**src/ubx_nav_frame_parser_top_defines.svh**
```systemverilog
// Assertion macros for the frame parser datapath.
`ifndef UBX_NAV_FRAME_PARSER_TOP_DEFINES_SVH
`define UBX_NAV_FRAME_PARSER_TOP_DEFINES_SVH

`ifndef SYNTHESIS

// Property checked on every clock edge outside reset.
`define UBXNAV_ASSERT(label, prop, msg) \
    label: assert property (@(posedge clk) disable iff (!rst_n) prop) else $error(msg);

// Consequent checked in the cycle after the antecedent.
`define UBXNAV_ASSERT_NEXT(label, ante, cons, msg) \
    label: assert property (@(posedge clk) disable iff (!rst_n) (ante) |=> (cons)) \
        else $error(msg);

`else

`define UBXNAV_ASSERT(label, prop, msg)
`define UBXNAV_ASSERT_NEXT(label, ante, cons, msg)

`endif

`endif

```
**src/ubxnav_pkg.sv**
```systemverilog
// Shared constants and controller/datapath interface types for the frame parser.
package ubxnav_pkg;

    localparam logic [7:0] SYNC_FIRST  = 8'hB5;
    localparam logic [7:0] SYNC_SECOND = 8'h62;

    // Configuration register indices
    localparam int         CFG_ADDR_W       = 2;
    localparam logic [1:0] CFG_WANTED_CLASS = 2'd0;
    localparam logic [1:0] CFG_WANTED_ID    = 2'd1;
    localparam logic [1:0] CFG_MIN_FIX      = 2'd2;

    // Result status codes
    localparam logic [1:0] STAT_WORD    = 2'd0;
    localparam logic [1:0] STAT_CKSUM   = 2'd1;
    localparam logic [1:0] STAT_FIX_LOW = 2'd2;

    localparam int TDATA_W = 72;
    localparam int TUSER_W = 3;

    typedef struct packed {
        logic       sum_init;
        logic       sum_add;
        logic       ld_class;
        logic       ld_id;
        logic       ld_len_lo;
        logic       ld_len_hi;
        logic       frame_start;
        logic       pay_byte;
        logic       ld_ck_a;
        logic       emit_status;
        logic [1:0] status;
        logic       rd_first;
        logic       rd_issue;
        logic       emit_word;
    } cmd_t;

    typedef struct packed {
        logic is_sync1;
        logic is_sync2;
        logic class_match;
        logic len_zero;
        logic pay_done;
        logic ck_ok;
        logic fix_ok;
        logic out_free;
        logic word_last;
    } sts_t;

endpackage

```
**src/ubx_nav_frame_parser_top.sv**
```systemverilog
// Top level of the UBX navigation frame parser.
// Receives one serial byte per s_ transfer, finds UBX frames (sync B5 62), checks the
// Fletcher-8 checksum and, for the configured class/id with a fix type at or above
// min_fix_type, sends the payload buffer as ceil(PAYLOAD_BYTES/8) little-endian 64-bit
// words on m_, the last one with tlast; a bad checksum or low fix gives one status
// transfer instead. While parsing, a byte is taken every cycle, except that the second
// checksum byte waits for a free result register. After that byte of a published frame
// the input is held off during the burst: each word is a read of the single-port buffer
// memory, then the load of the result register, which waits out any m_tready stall.
// Buffer rows carry valid flags cleared at frame start, so no clearing pass is run after
// reset. Configuration must be written while the block is idle; nothing enforces it.
module ubx_nav_frame_parser_top
    import ubxnav_pkg::*;
#(
    parameter int PAYLOAD_BYTES = 92,
    parameter int FIX_OFFSET    = 20
)
(
    input  logic                  clk,
    input  logic                  rst_n,
    input  logic                  cfg_we,
    input  logic [CFG_ADDR_W-1:0] cfg_addr,
    input  logic [7:0]            cfg_wdata,
    input  logic                  s_tvalid,
    output logic                  s_tready,
    input  logic [7:0]            s_tdata,   // [7:0] rx_byte
    output logic                  m_tvalid,
    input  logic                  m_tready,
    output logic [TDATA_W-1:0]    m_tdata,   // [63:0] payload_word, [67:64] word_index
    output logic [TUSER_W-1:0]    m_tuser,   // [1:0] frame_status, [2] overflowed
    output logic                  m_tlast
);

    cmd_t cmd;
    sts_t sts;

    ubxnav_ctrl u_ctrl (
        .clk      (clk),
        .rst_n    (rst_n),
        .s_tvalid (s_tvalid),
        .s_tready (s_tready),
        .sts      (sts),
        .cmd      (cmd)
    );

    ubxnav_dp #(
        .PAYLOAD_BYTES (PAYLOAD_BYTES),
        .FIX_OFFSET    (FIX_OFFSET)
    ) u_dp (
        .clk       (clk),
        .rst_n     (rst_n),
        .cfg_we    (cfg_we),
        .cfg_addr  (cfg_addr),
        .cfg_wdata (cfg_wdata),
        .rx_byte   (s_tdata),
        .cmd       (cmd),
        .sts       (sts),
        .m_tvalid  (m_tvalid),
        .m_tready  (m_tready),
        .m_tdata   (m_tdata),
        .m_tuser   (m_tuser),
        .m_tlast   (m_tlast)
    );

endmodule

```
**src/ubxnav_ctrl.sv**
```systemverilog
// Frame parse sequencer and word-burst controller.
module ubxnav_ctrl
    import ubxnav_pkg::*;
(
    input  logic clk,
    input  logic rst_n,
    input  logic s_tvalid,
    output logic s_tready,
    input  sts_t sts,
    output cmd_t cmd
);

    typedef enum logic [3:0] {
        ST_SYNC1,
        ST_SYNC2,
        ST_CLASS,
        ST_ID,
        ST_LEN_LO,
        ST_LEN_HI,
        ST_PAYLOAD,
        ST_CK_A,
        ST_CK_B,
        ST_READ,
        ST_EMIT
    } state_t;

    state_t state_reg;
    state_t state_next;
    logic   take;

    always_comb
    begin
        unique case (state_reg)
            ST_SYNC1, ST_SYNC2, ST_CLASS, ST_ID, ST_LEN_LO, ST_LEN_HI,
            ST_PAYLOAD, ST_CK_A:
                s_tready = 1'b1;
            // the second checksum byte may produce a status result at once
            ST_CK_B:
                s_tready = sts.out_free;
            default:
                s_tready = 1'b0;
        endcase
    end

    assign take = s_tvalid && s_tready;

    always_comb
    begin
        cmd        = '0;
        cmd.status = STAT_WORD;
        state_next = state_reg;
        unique case (state_reg)
            ST_SYNC1:
            begin
                if (take && sts.is_sync1)
                    state_next = ST_SYNC2;
            end
            ST_SYNC2:
            begin
                if (take)
                    state_next = sts.is_sync2 ? ST_CLASS : ST_SYNC1;
            end
            ST_CLASS:
            begin
                if (take)
                begin
                    cmd.ld_class = 1'b1;
                    cmd.sum_init = 1'b1;
                    state_next   = ST_ID;
                end
            end
            ST_ID:
            begin
                if (take)
                begin
                    cmd.ld_id   = 1'b1;
                    cmd.sum_add = 1'b1;
                    state_next  = ST_LEN_LO;
                end
            end
            ST_LEN_LO:
            begin
                if (take)
                begin
                    cmd.ld_len_lo = 1'b1;
                    cmd.sum_add   = 1'b1;
                    state_next    = ST_LEN_HI;
                end
            end
            ST_LEN_HI:
            begin
                if (take)
                begin
                    cmd.ld_len_hi = 1'b1;
                    cmd.sum_add   = 1'b1;
                    if (sts.class_match)
                    begin
                        cmd.frame_start = 1'b1;
                        state_next      = sts.len_zero ? ST_CK_A : ST_PAYLOAD;
                    end
                    else
                        state_next = ST_SYNC1;
                end
            end
            ST_PAYLOAD:
            begin
                if (take)
                begin
                    cmd.pay_byte = 1'b1;
                    cmd.sum_add  = 1'b1;
                    if (sts.pay_done)
                        state_next = ST_CK_A;
                end
            end
            ST_CK_A:
            begin
                if (take)
                begin
                    cmd.ld_ck_a = 1'b1;
                    state_next  = ST_CK_B;
                end
            end
            ST_CK_B:
            begin
                if (take)
                begin
                    if (!sts.ck_ok)
                    begin
                        cmd.emit_status = 1'b1;
                        cmd.status      = STAT_CKSUM;
                        state_next      = ST_SYNC1;
                    end
                    else if (!sts.fix_ok)
                    begin
                        cmd.emit_status = 1'b1;
                        cmd.status      = STAT_FIX_LOW;
                        state_next      = ST_SYNC1;
                    end
                    else
                    begin
                        cmd.rd_first = 1'b1;
                        state_next   = ST_READ;
                    end
                end
            end
            ST_READ:
            begin
                cmd.rd_issue = 1'b1;
                state_next   = ST_EMIT;
            end
            ST_EMIT:
            begin
                if (sts.out_free)
                begin
                    cmd.emit_word = 1'b1;
                    state_next    = sts.word_last ? ST_SYNC1 : ST_READ;
                end
            end
            default:
                state_next = ST_SYNC1;
        endcase
    end

    always_ff @(posedge clk or negedge rst_n)
    begin
        if (!rst_n)
            state_reg <= ST_SYNC1;
        else
            state_reg <= state_next;
    end

endmodule

```
**src/ubxnav_dp.sv**
```systemverilog
// Datapath: header fields, Fletcher sums, payload buffer memory and result register.
`include "ubx_nav_frame_parser_top_defines.svh"

module ubxnav_dp
    import ubxnav_pkg::*;
#(
    parameter int PAYLOAD_BYTES = 92,
    parameter int FIX_OFFSET    = 20
)
(
    input  logic                  clk,
    input  logic                  rst_n,
    input  logic                  cfg_we,
    input  logic [CFG_ADDR_W-1:0] cfg_addr,
    input  logic [7:0]            cfg_wdata,
    input  logic [7:0]            rx_byte,
    input  cmd_t                  cmd,
    output sts_t                  sts,
    output logic                  m_tvalid,
    input  logic                  m_tready,
    output logic [TDATA_W-1:0]    m_tdata,
    output logic [TUSER_W-1:0]    m_tuser,
    output logic                  m_tlast
);

    localparam int          WORD_COUNT  = (PAYLOAD_BYTES + 7) / 8;
    localparam int          WC_W        = $clog2(WORD_COUNT);
    localparam logic [15:0] PAY_LIMIT   = 16'(PAYLOAD_BYTES);
    localparam logic [15:0] LAST_STORED = 16'(PAYLOAD_BYTES - 1);
    localparam logic [15:0] FIX_POS     = 16'(FIX_OFFSET);
    localparam logic [WC_W-1:0] LAST_WORD = WC_W'(WORD_COUNT - 1);

    logic [7:0]            wanted_class_reg;
    logic [7:0]            wanted_id_reg;
    logic [7:0]            min_fix_reg;
    logic [7:0]            frame_class_reg;
    logic [7:0]            frame_id_reg;
    logic [15:0]           len_reg;
    logic [15:0]           count_reg;
    logic [7:0]            sum_a_reg;
    logic [7:0]            sum_b_reg;
    logic [7:0]            ck_a_reg;
    logic                  ovf_reg;
    logic [7:0]            fix_reg;
    logic [WORD_COUNT-1:0] valid_reg;
    logic [WC_W-1:0]       word_cnt_reg;
    logic                  rd_hit_reg;
    logic [63:0]           rd_data_reg;
    logic [63:0]           asm_reg;
    logic [63:0]           mem [WORD_COUNT];

    logic                  out_valid_reg;
    logic [63:0]           out_word_reg;
    logic [3:0]            out_index_reg;
    logic [1:0]            out_status_reg;
    logic                  out_ovf_reg;
    logic                  out_last_reg;

    logic [7:0]            sum_a_next;
    logic [7:0]            sum_b_next;
    logic                  stored;
    logic                  pay_done;
    logic                  flush;
    logic [WC_W-1:0]       row;
    logic [63:0]           asm_fill;
    logic                  out_free;
    logic                  word_last;

    assign sum_a_next = sum_a_reg + rx_byte;
    assign sum_b_next = sum_b_reg + sum_a_next;

    assign stored   = count_reg < PAY_LIMIT;
    assign pay_done = ({1'b0, count_reg} + 17'd1) >= {1'b0, len_reg};
    // a row is written once it is full, at frame end, or at the buffer end
    assign flush    = stored && ((count_reg[2:0] == 3'd7) || pay_done ||
                                 (count_reg == LAST_STORED));
    assign row      = count_reg[WC_W+2:3];

    always_comb
    begin
        asm_fill = asm_reg;
        asm_fill[{count_reg[2:0], 3'b000} +: 8] = rx_byte;
    end

    assign out_free  = !out_valid_reg || m_tready;
    assign word_last = word_cnt_reg == LAST_WORD;

    assign sts.is_sync1    = rx_byte == SYNC_FIRST;
    assign sts.is_sync2    = rx_byte == SYNC_SECOND;
    assign sts.class_match = (frame_class_reg == wanted_class_reg) &&
                             (frame_id_reg == wanted_id_reg);
    assign sts.len_zero    = (rx_byte == 8'h00) && (len_reg[7:0] == 8'h00);
    assign sts.pay_done    = pay_done;
    assign sts.ck_ok       = (ck_a_reg == sum_a_reg) && (rx_byte == sum_b_reg);
    assign sts.fix_ok      = fix_reg >= min_fix_reg;
    assign sts.out_free    = out_free;
    assign sts.word_last   = word_last;

    always_ff @(posedge clk or negedge rst_n)
    begin
        if (!rst_n)
        begin
            wanted_class_reg <= 8'd1;
            wanted_id_reg    <= 8'd7;
            min_fix_reg      <= 8'd3;
            frame_class_reg  <= '0;
            frame_id_reg     <= '0;
            len_reg          <= '0;
            count_reg        <= '0;
            sum_a_reg        <= '0;
            sum_b_reg        <= '0;
            ck_a_reg         <= '0;
            ovf_reg          <= 1'b0;
            fix_reg          <= '0;
            valid_reg        <= '0;
            word_cnt_reg     <= '0;
            rd_hit_reg       <= 1'b0;
            out_valid_reg    <= 1'b0;
            out_index_reg    <= '0;
            out_status_reg   <= STAT_WORD;
            out_ovf_reg      <= 1'b0;
            out_last_reg     <= 1'b0;
        end
        else
        begin
            if (cfg_we)
            begin
                unique case (cfg_addr)
                    CFG_WANTED_CLASS: wanted_class_reg <= cfg_wdata;
                    CFG_WANTED_ID:    wanted_id_reg    <= cfg_wdata;
                    CFG_MIN_FIX:      min_fix_reg      <= cfg_wdata;
                    default:          ;
                endcase
            end

            if (cmd.sum_init)
            begin
                sum_a_reg <= rx_byte;
                sum_b_reg <= rx_byte;
            end
            else if (cmd.sum_add)
            begin
                sum_a_reg <= sum_a_next;
                sum_b_reg <= sum_b_next;
            end

            if (cmd.ld_class)
                frame_class_reg <= rx_byte;
            if (cmd.ld_id)
                frame_id_reg <= rx_byte;
            if (cmd.ld_len_lo)
                len_reg <= {8'h00, rx_byte};
            if (cmd.ld_len_hi)
                len_reg[15:8] <= rx_byte;
            if (cmd.ld_ck_a)
                ck_a_reg <= rx_byte;

            if (cmd.frame_start)
            begin
                count_reg <= '0;
                ovf_reg   <= 1'b0;
                fix_reg   <= '0;
                valid_reg <= '0;
            end
            else if (cmd.pay_byte)
            begin
                count_reg <= count_reg + 16'd1;
                if (!stored)
                    ovf_reg <= 1'b1;
                if (stored && (count_reg == FIX_POS))
                    fix_reg <= rx_byte;
                if (flush)
                    valid_reg[row] <= 1'b1;
            end

            if (cmd.rd_first)
                word_cnt_reg <= '0;
            else if (cmd.emit_word && !word_last)
                word_cnt_reg <= word_cnt_reg + 1'b1;

            if (cmd.rd_issue)
                rd_hit_reg <= valid_reg[word_cnt_reg];

            if (cmd.emit_status)
            begin
                out_valid_reg  <= 1'b1;
                out_index_reg  <= '0;
                out_status_reg <= cmd.status;
                out_ovf_reg    <= ovf_reg;
                out_last_reg   <= 1'b1;
            end
            else if (cmd.emit_word)
            begin
                out_valid_reg  <= 1'b1;
                out_index_reg  <= 4'(word_cnt_reg);
                out_status_reg <= STAT_WORD;
                out_ovf_reg    <= ovf_reg;
                out_last_reg   <= word_last;
            end
            else if (m_tready)
                out_valid_reg <= 1'b0;
        end
    end

    // row assembly, buffer memory and result word; no reset needed
    always_ff @(posedge clk)
    begin
        if (cmd.frame_start)
            asm_reg <= '0;
        else if (cmd.pay_byte && stored)
            asm_reg <= flush ? 64'd0 : asm_fill;

        if (cmd.pay_byte && flush)
            mem[row] <= asm_fill;

        if (cmd.rd_issue)
            rd_data_reg <= mem[word_cnt_reg];

        if (cmd.emit_status)
            out_word_reg <= '0;
        else if (cmd.emit_word)
            out_word_reg <= rd_hit_reg ? rd_data_reg : 64'd0;
    end

    assign m_tvalid = out_valid_reg;
    assign m_tdata  = {4'h0, out_index_reg, out_word_reg};
    assign m_tuser  = {out_ovf_reg, out_status_reg};
    assign m_tlast  = out_last_reg;

    `UBXNAV_ASSERT(a_no_overwrite, (cmd.emit_word || cmd.emit_status) |-> (!out_valid_reg || m_tready), "result register loaded while a transfer is pending")
    `UBXNAV_ASSERT(a_status_last, (out_valid_reg && out_status_reg != STAT_WORD) |-> (out_last_reg && out_word_reg == 64'd0), "status result not final or not zero")
    `UBXNAV_ASSERT(a_read_range, cmd.rd_issue |-> (word_cnt_reg <= LAST_WORD), "buffer read beyond last row")
    `UBXNAV_ASSERT_NEXT(a_frame_clear, cmd.frame_start, valid_reg == '0 && fix_reg == 8'h00, "buffer not cleared at frame start")

endmodule

```
**config.mk**
```make
export PLATFORM = sky130hd
export DESIGN_NAME = ubx_nav_frame_parser_top
export DESIGN_NICKNAME = d
export VERILOG_FILES = /design/src/ubxnav_pkg.sv /design/src/ubx_nav_frame_parser_top.sv /design/src/ubxnav_ctrl.sv /design/src/ubxnav_dp.sv
export VERILOG_INCLUDE_DIRS = /design/src /design/src/src
export SDC_FILE = /design/constraint.sdc
export NUM_CORES = 1
export LEC_CHECK = 0
export BUFFER_PORTS_ARGS = -buffer_cell sky130_fd_sc_hd__clkbuf_2
export CAP_MARGIN = 20
export CORE_UTILIZATION = 40
export DETAILED_ROUTE_END_ITERATION = 8
export GPL_TIMING_DRIVEN = 0
export PLACE_DENSITY = 0.59
export REMOVE_ABC_BUFFERS = 1
export SKIP_LAST_GASP = 1
export SYNTH_ARGS = -nofsm -noshare
export SYNTH_HDL_FRONTEND = slang
export SYNTH_SLANG_ARGS = --single-unit
```
**constraint.sdc**
```tcl
create_clock -name clk -period 17.9 [get_ports clk]
set_input_delay 3.58 -clock clk [delete_from_list [all_inputs] [get_ports clk]]
set_output_delay 3.58 -clock clk [all_outputs]
set_load 0.1 [all_outputs]
```
==> impl_metrics.env, run 1 <==
export IMPL_dp_hpwl_mm=68.6
export IMPL_setup_viol=0
export IMPL_viasPerCell=5.52
export IMPL_stdcell_count=4455
export IMPL_hp_class="reg -> reg"
export IMPL_cts_tree="built"
export IMPL_avgRoutedWirePerCell_um=23.4
export IMPL_clkLatencyLatePin_ps=710
export IMPL_yosysMostFrequentCell="edfxtp_1"
export IMPL_die_area_sq_mm=0.111
export IMPL_period_share=0.471
export IMPL_place_inst=4199
export IMPL_dp_slack_ps=9460
export IMPL_peakVddDrop_mv=0.102
export IMPL_setup_ws_ps=9460
export IMPL_syn_instance_count=2673
export IMPL_rrSetupSlack_ps=11920
export IMPL_clock_skew_ps=52.8
export IMPL_drc_errors=0
export IMPL_synth_top_area_frac=0.571
export IMPL_synthesis_area_sq_mm=0.0438
export IMPL_criticalPathCategory="in -> out"
export IMPL_endpoint_kind="primary output"
export IMPL_area_delta_synth_final_pct=18.0
export IMPL_cts_buffers_inserted=112
export IMPL_grt_pass1_vias=25286
export IMPL_synth_cell_types=70
export IMPL_rsz0062_at_grt="false"
export IMPL_postSynthAreaPerCell_sq_um=16.4
export IMPL_status="finished clean"
export IMPL_vias=24587
export IMPL_synth_area_leaders="edfxtp_1 (57%), mux4_2 (10%), dfrtp_1 (7.4%), dfxtp_1 (5.9%), nand2_1 (2.4%)"
export IMPL_crit_required_ps=14320
export IMPL_crit_arrival_ps=4860
export IMPL_io_buffers=96
export IMPL_postRouteWirelength_mm=104
export IMPL_grt_usage=0.188
export IMPL_cts_buffer_depth=3
export IMPL_dr_pass1_iters=5
export IMPL_grt_overflow=0
export IMPL_p_per_area_mw_per_mm2=149
export IMPL_hold_path_startpoint="u_dp.out_word_reg[62]$_SDFFE_PP0P_"
export IMPL_h_tree_depth=3
export IMPL_largest_reg_flops=768
export IMPL_cts_resized=0
export IMPL_critPathMaxFanout=5
export IMPL_core_area_sq_mm=0.108
export IMPL_clkTransAtPathRegs_ps=60
export IMPL_synth_warning_count=0
export IMPL_fin_nets=3024
export IMPL_cts_root_buf="clkbuf_16"
export IMPL_ctsHoldBuffers=0
export IMPL_synth_seq_cells=1095
export IMPL_tightest_slew_ps=1050
export IMPL_synthFlopType="edfxtp_1"
export IMPL_slew_viol_final=0
export IMPL_layout_drive_gt1_share=0.260
export IMPL_core_rowCount=120
export IMPL_synth_edf_count=832
export IMPL_initial_core_util=0.406
export IMPL_p_leak_uw=0.0180
export IMPL_synthArstFlopShare=0.123
export IMPL_seq_area_frac_synth=0.707
export IMPL_r2r_start="u_dp.count_reg[0]$_DFFE_PN0P_"
export IMPL_regMostFlops="u_dp.mem"
export IMPL_max_cap_violations=0
export IMPL_synth_commonest_cells="edfxtp_1 (832), nand2_1 (276), mux4_2 (195)"
export IMPL_die_w_um=333
export IMPL_finalCriticalPeriod_ps=8440
export IMPL_gp_congestion=0.816
export IMPL_startpoint_type="primary input"
export IMPL_cp_startpoint="m_tready"
export IMPL_synth_top_cell_by_area="edfxtp_1"
export IMPL_antenna_found_initial=3
export IMPL_antennaDiodeCount=0
export IMPL_ios=101
export IMPL_die_h_um=333
export IMPL_grt_max_degree=74
export IMPL_relSlewSlack=0.302
export IMPL_cts_sink_count=1095
export IMPL_grt_pass1_wl_mm=157
export IMPL_timing_fmax_ghz=0.118
export IMPL_antenna_left=0
export IMPL_first_iter_violations=2038
export IMPL_postCtsSetupRepairBufs=0
export IMPL_finalHoldViolCount=0
==> path summary, 6_finish.rpt <==
kind / to / cells past startpoint
min in group asynchronous: u_dp.sum_b_reg[5]$_DFFE_PN0P_ / 1
setup / recovery: s_tready / 4
max in group asynchronous: u_dp.word_cnt_reg[1]$_DFFE_PN0P_ / 2
hold reg to reg: u_dp.out_word_reg[62]$_SDFFE_PP0P_ / 2
hold / removal: u_dp.out_word_reg[62]$_SDFFE_PP0P_ / 2
setup reg to reg: u_dp.mem[7][54]$_DFFE_PP_ / 17
==> final cells by class <==
cell class                      count  area [sq um]
Fill cell                        9023         56200
Multi-Input combinational cell   1382         12100
Clock buffer                      149          3110
Timing Repair Buffer              325          2860
Tap cell                         1403          1760
Clock inverter                     64           683
Inverter                           37           139
Sequential cell                  1095         31000
==> report_power, final <==
| part | total [uW] | internal, uW | switching, uW |
|---|---|---|---|
| sequential | 3190 | 3030 | 159 |
| clock | 2380 | 1390 | 982 |
| combinational | 2130 | 836 | 1290 |
==> cells by family after synthesis <==
family	count (synthesis)	share of synthesized area
flip-flops	1095	0.707
AND/OR/NAND/NOR	537	0.0559
buffers and inverters	199	0.0187
AO/OA/AOI/OAI	401	0.0587
other	1	0.0000857
adder cells (fa/ha/maj)	48	0.0141
XOR/XNOR	63	0.0126
multiplexers	329	0.133
==> critical path, stage by stage <==
cell and delay, ps:
clkbuf_2 100, nor2b_1 100, o41ai_1 500, clkbuf_2 570
==> per-layer routing <==
metal,global-route usage,wire [um],vias to the layer above
met4,0.0424,2010,0
li1,-,-,10972
met5,0,0,-
met3,0.0344,5900,146
met2,0.305,49900,740
met1,0.262,46400,12729
==> through the flow <==
stage	setup TNS [ps]	cell area [sq um]	power, uW	hold slack (ps)	util
6_report	0	51600	7690	448	0.479
5_1_grt	0	51600	8030	467	0.479
4_1_cts	0	51300	7730	451	0.476
3_5_place_dp	0	47600	5350	444	0.441
3_3_place_gp	-1450070	45300	5580	437	0.420
2_1_floorplan	0	43100	4970	444	-
==> cells in the final DEF (no fill, tap or decap), types with 96 or more instances in the layout <==
cell	instances
edfxtp_1	832
nand2_1	275
mux4_2	195
o21ai_0	132
dfxtp_1	128
dfrtp_1	124
clkbuf_16	115
buf_4	105
clkbuf_2	99
a21oi_1	96
No activity file was read; power rests on OpenSTA's default activity.
==> run 2, diff against run 1 <==
--- a/config.mk
+++ b/config.mk
@@ -11,7 +11,7 @@
 export CORE_UTILIZATION = 40
 export DETAILED_ROUTE_END_ITERATION = 8
 export GPL_TIMING_DRIVEN = 0
-export PLACE_DENSITY = 0.59
+export PLACE_DENSITY = 0.61
 export REMOVE_ABC_BUFFERS = 1
 export SKIP_LAST_GASP = 1
 export SYNTH_ARGS = -nofsm -noshare
==> constraint.sdc (replaced) <==
create_clock -name clk -period 7.15 [get_ports clk]
set_input_delay 1.43 -clock clk [delete_from_list [all_inputs] [get_ports clk]]
set_output_delay 1.43 -clock clk [all_outputs]
set_load 0.1 [all_outputs]
==> impl_metrics.env, run 2 (synthesized netlist as in run 1, its figures left out) <==
export IMPL_rsz0062_at_grt="false"
export IMPL_cp_common_cell="buf_4"
export IMPL_endpoint_kind="register"
export IMPL_area_delta_synth_final_pct=17.1
export IMPL_crit_path_max_incr_delay_ps=800
export IMPL_cts_sink_count=1095
export IMPL_cp_slowest_cell="nor4_2"
export IMPL_p_seq_frac=0.429
export IMPL_clock_skew_ps=55.2
export IMPL_ctsHoldBuffers=0
export IMPL_swShare=0.319
export IMPL_regMostFlops="u_dp.mem"
export IMPL_clkTransAtPathRegs_ps=60
export IMPL_largest_reg_flops=768
export IMPL_grt_usage=0.185
export IMPL_r2r_start="u_dp.count_reg[0]$_DFFE_PN0P_"
export IMPL_max_cap_violations=0
export IMPL_startpoint_type="register"
export IMPL_p_per_area_mw_per_mm2=368
export IMPL_layout_commonest_cell="edfxtp_1"
export IMPL_dr_pass1_iters=5
export IMPL_tightest_slew_ps=1070
export IMPL_grt_max_degree=82
export IMPL_finalHoldViolCount=0
export IMPL_p_leak_uw=0.0178
export IMPL_grt_pass1_wl_mm=156
export IMPL_die_h_um=333
export IMPL_die_area_sq_mm=0.111
export IMPL_grt_pass1_vias=25140
export IMPL_drc_errors=0
export IMPL_h_tree_depth=3
export IMPL_antenna_left=0
export IMPL_stdcell_count=4439
export IMPL_avgRoutedWirePerCell_um=23.2
export IMPL_core_rowCount=120
export IMPL_path_cells="ha_1 > nand4_1 > or3b_2 > nor2_1 > xor2_1 > ha_1 > nand2_1 > nor3_1 > nand4_1 > o211ai_1 > nor2_1 > buf_6 > nor4_2 > buf_4 > buf_4 > buf_4 > buf_4"
export IMPL_regToRegEndpoint="u_dp.mem[8][15]$_DFFE_PP_"
export IMPL_setup_viol=0
export IMPL_grtUsageMet2=0.299
export IMPL_r2r_cells=17
export IMPL_grt_overflow=0
export IMPL_criticalPathCategory="reg -> reg"
export IMPL_cts_resized=0
export IMPL_antennaDiodeCount=0
export IMPL_viasPerCell=5.52
export IMPL_antenna_found_initial=1
export IMPL_timing_hold_ws_ps=449
export IMPL_layout_drive_gt1_share=0.253
export IMPL_clkPwrFrac=0.297
export IMPL_finalCriticalPeriod_ps=6110
export IMPL_pwr_share_comb=0.274
export IMPL_slew_viol_final=0
export IMPL_switchingPower_uw=6010
export IMPL_status="finished clean"
export IMPL_cts_root_buf="clkbuf_16"
export IMPL_postLayoutCellArea_sq_mm=0.0512
export IMPL_hp_class="reg -> reg"
export IMPL_fin_nets=3011
export IMPL_met1_usage=0.254
export IMPL_relSlewSlack=0.284
export IMPL_crit_arrival_ps=6500
export IMPL_core_area_sq_mm=0.108
export IMPL_timing_fmax_ghz=0.164
export IMPL_postRouteWirelength_mm=103
export IMPL_cts_buffer_depth=3
export IMPL_cp_startpoint="u_dp.count_reg[0]$_DFFE_PN0P_"
export IMPL_top_usage_layer="met2"
export IMPL_gp_congestion=0.812
export IMPL_place_inst=4192
export IMPL_postCtsSetupRepairBufs=0
export IMPL_critPathMaxFanout=16
export IMPL_vias=24504
export IMPL_peakVddDrop_mv=0.336
export IMPL_first_iter_violations=1910
export IMPL_initial_core_util=0.406
export IMPL_period_share=0.854
export IMPL_die_w_um=333
export IMPL_clkLatencyLatePin_ps=700
export IMPL_ios=101
export IMPL_layout_common_cells="edfxtp_1 (832), nand2_1 (275), mux4_2 (195)"
export IMPL_crit_required_ps=7540
export IMPL_worstHoldPathCells=2
export IMPL_cts_tree="built"
export IMPL_p_int_uw=12800
export IMPL_rrSetupSlack_ps=1040
export IMPL_tns_ps=0
export IMPL_place_area_sq_mm=0.0474
export IMPL_crit_path_end="u_dp.mem[8][15]$_DFFE_PP_"
export IMPL_final_fill_count=9115
export IMPL_use_met3=0.0357
export IMPL_cts_buffers_inserted=110
export IMPL_io_buffers=96
export IMPL_dp_hpwl_mm=68.2
run 2: cell types whose count changed in the layout (fill, tap and decap cells not counted), sizes merged:
cell	previous run	this run
buf	205	195
bufinv	12	5
clkbuf	269	282
clkinv	46	35
clkinvlp	4	3
run 2: metal layers:
metal  share of wire  wire length, um
met1            0.43            44500
met3           0.064             6610
met4           0.028             2880
met5               0                0
met2            0.48            49100
run 2: power by group through the flow:
stage / logic (uW) / registers [uW] / clock network (uW)
after global routing: 5610 / 8140 / 5960
after detailed placement: 5120 / 8220 / 0
final: 5160 / 8090 / 5590
after CTS: 5130 / 8090 / 5710
after floorplan: 3370 / 9080 / 0
after global placement: 4880 / 8580 / 0
run 2: how the worst min path moves through the flow:
stage	from	end	slack [ps]
4_1_cts	u_dp.out_word_reg[47]$_SDFFE_PP0P_	u_dp.out_word_reg[47]$_SDFFE_PP0P_	450
3_5_place_dp	u_dp.out_word_reg[48]$_SDFFE_PP0P_	u_dp.out_word_reg[48]$_SDFFE_PP0P_	440
2_1_floorplan	u_dp.asm_reg[0]$_SDFFE_PP0P_	u_dp.asm_reg[0]$_SDFFE_PP0P_	440
5_1_grt	u_dp.out_word_reg[12]$_SDFFE_PP0P_	u_dp.out_word_reg[12]$_SDFFE_PP0P_	470
3_3_place_gp	u_dp.out_word_reg[53]$_SDFFE_PP0P_	u_dp.out_word_reg[53]$_SDFFE_PP0P_	440
6_report	u_dp.out_word_reg[18]$_SDFFE_PP0P_	u_dp.out_word_reg[18]$_SDFFE_PP0P_	450
run 2: worst max-delay path: cells and delay by family (launching register included):
| kind | cells | cell delay [ps] |
|---|---|---|
| xor+xnor | 1 | 110 |
| flops | 1 | 790 |
| simple gates | 8 | 2590 |
| buf+inv | 5 | 1140 |
| fa+ha+maj | 2 | 650 |
| compound gates | 1 | 490 |
run 2: through the flow:
| step | utilization | power [uW] | worst slack [ps] |
|---|---|---|---|
| 3_5_place_dp | 0.440 | 13300 | 1090 |
| 2_1_floorplan | - | 12400 | -2670 |
| 5_1_grt | 0.475 | 19700 | 810 |
| 6_report | 0.475 | 18800 | 1040 |
| 4_1_cts | 0.473 | 18900 | 1080 |
| 3_3_place_gp | 0.420 | 13500 | -12410 |
run 2: area by class of cell:
cell class	count	area [sq um]	share of cell area
Clock inverter	45	432	0.00843
Inverter	37	139	0.00271
Multi-Input combinational cell	1382	12100	0.237
Tap cell	1403	1760	0.0343
Sequential cell	1095	31000	0.604
Timing Repair Buffer	314	2710	0.0529
Clock buffer	163	3100	0.0606
==> run 3, diff against run 2 <==
--- a/config.mk
+++ b/config.mk
@@ -8,6 +8,8 @@
 export LEC_CHECK = 0
 export BUFFER_PORTS_ARGS = -buffer_cell sky130_fd_sc_hd__clkbuf_2
 export CAP_MARGIN = 20
+export CORE_ASPECT_RATIO = 2
+export CORE_MARGIN = 10
 export CORE_UTILIZATION = 40
 export DETAILED_ROUTE_END_ITERATION = 8
 export GPL_TIMING_DRIVEN = 0
==> impl_metrics.env, run 3 (synthesized netlist as in run 1, its figures left out) <==
export IMPL_antenna_found_initial=2
export IMPL_clkLatencyLatePin_ps=700
export IMPL_place_inst=4186
export IMPL_max_cap_violations=0
export IMPL_p_leak_uw=0.0177
export IMPL_cts_resized=0
export IMPL_cts_root_buf="clkbuf_16"
export IMPL_clock_skew_ps=25.5
export IMPL_final_fill_count=9248
export IMPL_clkTransAtPathRegs_ps=60
export IMPL_grt_usage=0.172
export IMPL_ios=101
export IMPL_ctsHoldBuffers=0
export IMPL_antenna_left=0
export IMPL_io_buffers=96
export IMPL_layout_drive_gt1_share=0.256
export IMPL_dp_hpwl_mm=71.6
export IMPL_drc_errors=0
export IMPL_layout_commonest_cell="edfxtp_1"
export IMPL_grt_pass1_wl_mm=160
export IMPL_largest_reg_flops=768
export IMPL_core_rowCount=171
export IMPL_viasPerCell=5.58
export IMPL_stdcell_count=4404
export IMPL_cts_tree="built"
export IMPL_die_w_um=254
export IMPL_status="finished clean"
export IMPL_postCtsSetupRepairBufs=0
export IMPL_critPathMaxFanout=16
export IMPL_cts_sink_count=1095
export IMPL_rsz0062_at_grt="false"
export IMPL_first_iter_violations=2013
export IMPL_die_area_sq_mm=0.124
export IMPL_dp_slack_ps=552
export IMPL_h_tree_depth=3
export IMPL_criticalPathCategory="reg -> reg"
export IMPL_initial_core_util=0.403
export IMPL_endpoint_kind="register"
export IMPL_p_per_area_mw_per_mm2=365
export IMPL_crit_required_ps=7560
export IMPL_die_h_um=488
export IMPL_setup_viol=0
export IMPL_area_delta_synth_final_pct=16.6
export IMPL_crit_arrival_ps=7050
export IMPL_period_share=0.929
export IMPL_gp_congestion=0.832
export IMPL_dr_pass1_iters=6
export IMPL_timing_fmax_ghz=0.150
export IMPL_grt_overflow=0
export IMPL_vias=24566
export IMPL_tightest_slew_ps=1110
export IMPL_setup_ws_ps=505
export IMPL_cts_buffers_inserted=96
export IMPL_relSlewSlack=0.252
export IMPL_core_area_sq_mm=0.109
export IMPL_finalCriticalPeriod_ps=6650
export IMPL_peakVddDrop_mv=0.231
export IMPL_avgRoutedWirePerCell_um=24.2
export IMPL_grt_pass1_vias=25502
export IMPL_layout_common_cells="edfxtp_1 (832), nand2_1 (275), mux4_2 (195)"
export IMPL_cts_buffer_depth=3
export IMPL_regMostFlops="u_dp.mem"
export IMPL_postLayoutCellArea_sq_mm=0.0510
export IMPL_fin_nets=3007
export IMPL_hp_class="reg -> reg"
export IMPL_finalHoldViolCount=0
export IMPL_startpoint_type="register"
export IMPL_slew_viol_final=0
export IMPL_place_area_sq_mm=0.0476
export IMPL_grt_max_degree=73
export IMPL_postRouteWirelength_mm=107
run 3: cell types whose count changed in the layout (fill, tap and decap cells not counted), moves of 4 or more:
cell / delta
buf_12: -4
buf_16: +4
buf_4: +7
buf_6: +5
clkbuf_1: -17
clkbuf_16: -14
clkbuf_4: -6
clkinv_1: -4
inv_6: +4
run 3: routing by layer:
layer	wire, um	track usage	vias up
li1	-	-	10906
met1	42300	0.211	12745
met2	55700	0.301	716
met3	4900	0.0223	197
met4	3890	0.0718	2
met5	13	0	-
run 3: power by group:
| part | switching (uW) | internal, uW |
|---|---|---|
| Sequential | 470 | 7580 |
| Combinational | 3200 | 2070 |
| Clock | 2340 | 2960 |
| Total | 6020 | 12600 |
run 3: final timing paths:
| kind | startpoint | endpoint | slack, ps | depth (start not counted) |
|---|---|---|---|---|
| setup / recovery | u_dp.count_reg[0]$_DFFE_PN0P_ | u_dp.mem[10][17]$_DFFE_PP_ | 500 | 19 |
| hold / removal | u_dp.out_word_reg[28]$_SDFFE_PP0P_ | u_dp.out_word_reg[28]$_SDFFE_PP0P_ | 450 | 2 |
| setup reg to reg | u_dp.count_reg[0]$_DFFE_PN0P_ | u_dp.mem[10][17]$_DFFE_PP_ | 500 | 19 |
| hold reg to reg | u_dp.out_word_reg[28]$_SDFFE_PP0P_ | u_dp.out_word_reg[28]$_SDFFE_PP0P_ | 450 | 2 |
| max in group asynchronous | rst_n | u_dp.min_fix_reg[0]$_DFFE_PN1P_ | 5590 | 2 |
| min in group asynchronous | rst_n | u_dp.frame_class_reg[6]$_DFFE_PN0P_ | 730 | 1 |
run 3: cell type report:
class | count | area, sq um | area share
clock buffers | 133 | 2700 | 0.0530
clock inverters | 48 | 505 | 0.00991
multi-input cells | 1382 | 12100 | 0.238
repair buffers | 324 | 2830 | 0.0554
well taps | 1384 | 1730 | 0.0340
flip-flops and latches | 1095 | 31000 | 0.607
inverters | 37 | 139 | 0.00272
diodes | 1 | 2.50 | 0.0000491
run 3: critical path, cell delays in order, from the launching register on:
cell and delay [ps]:
dfrtp_1 800, ha_1 310, nand4_1 190, or3b_2 600, nor2_1 240, xor2_1 290
ha_1 220, nand2_1 60, nor3_1 440, nand4_1 190, o211ai_1 490, nor2_1 180
buf_4 230, nor4_2 910, buf_4 330, buf_6 170, buf_4 190, buf_4 180
buf_4 170, buf_4 150
run 3: stage by stage:
stage                     power (uW)  hold WS (ps)   TNS, ps  utilization
final                          18600           448         0        0.469
after global routing           19500           463         0        0.469
after CTS                      18800           453         0        0.467
after detailed placement       13500           443         0        0.438
after global placement         13600           438  -8965790        0.417
after floorplan                12400           444  -1674730            -
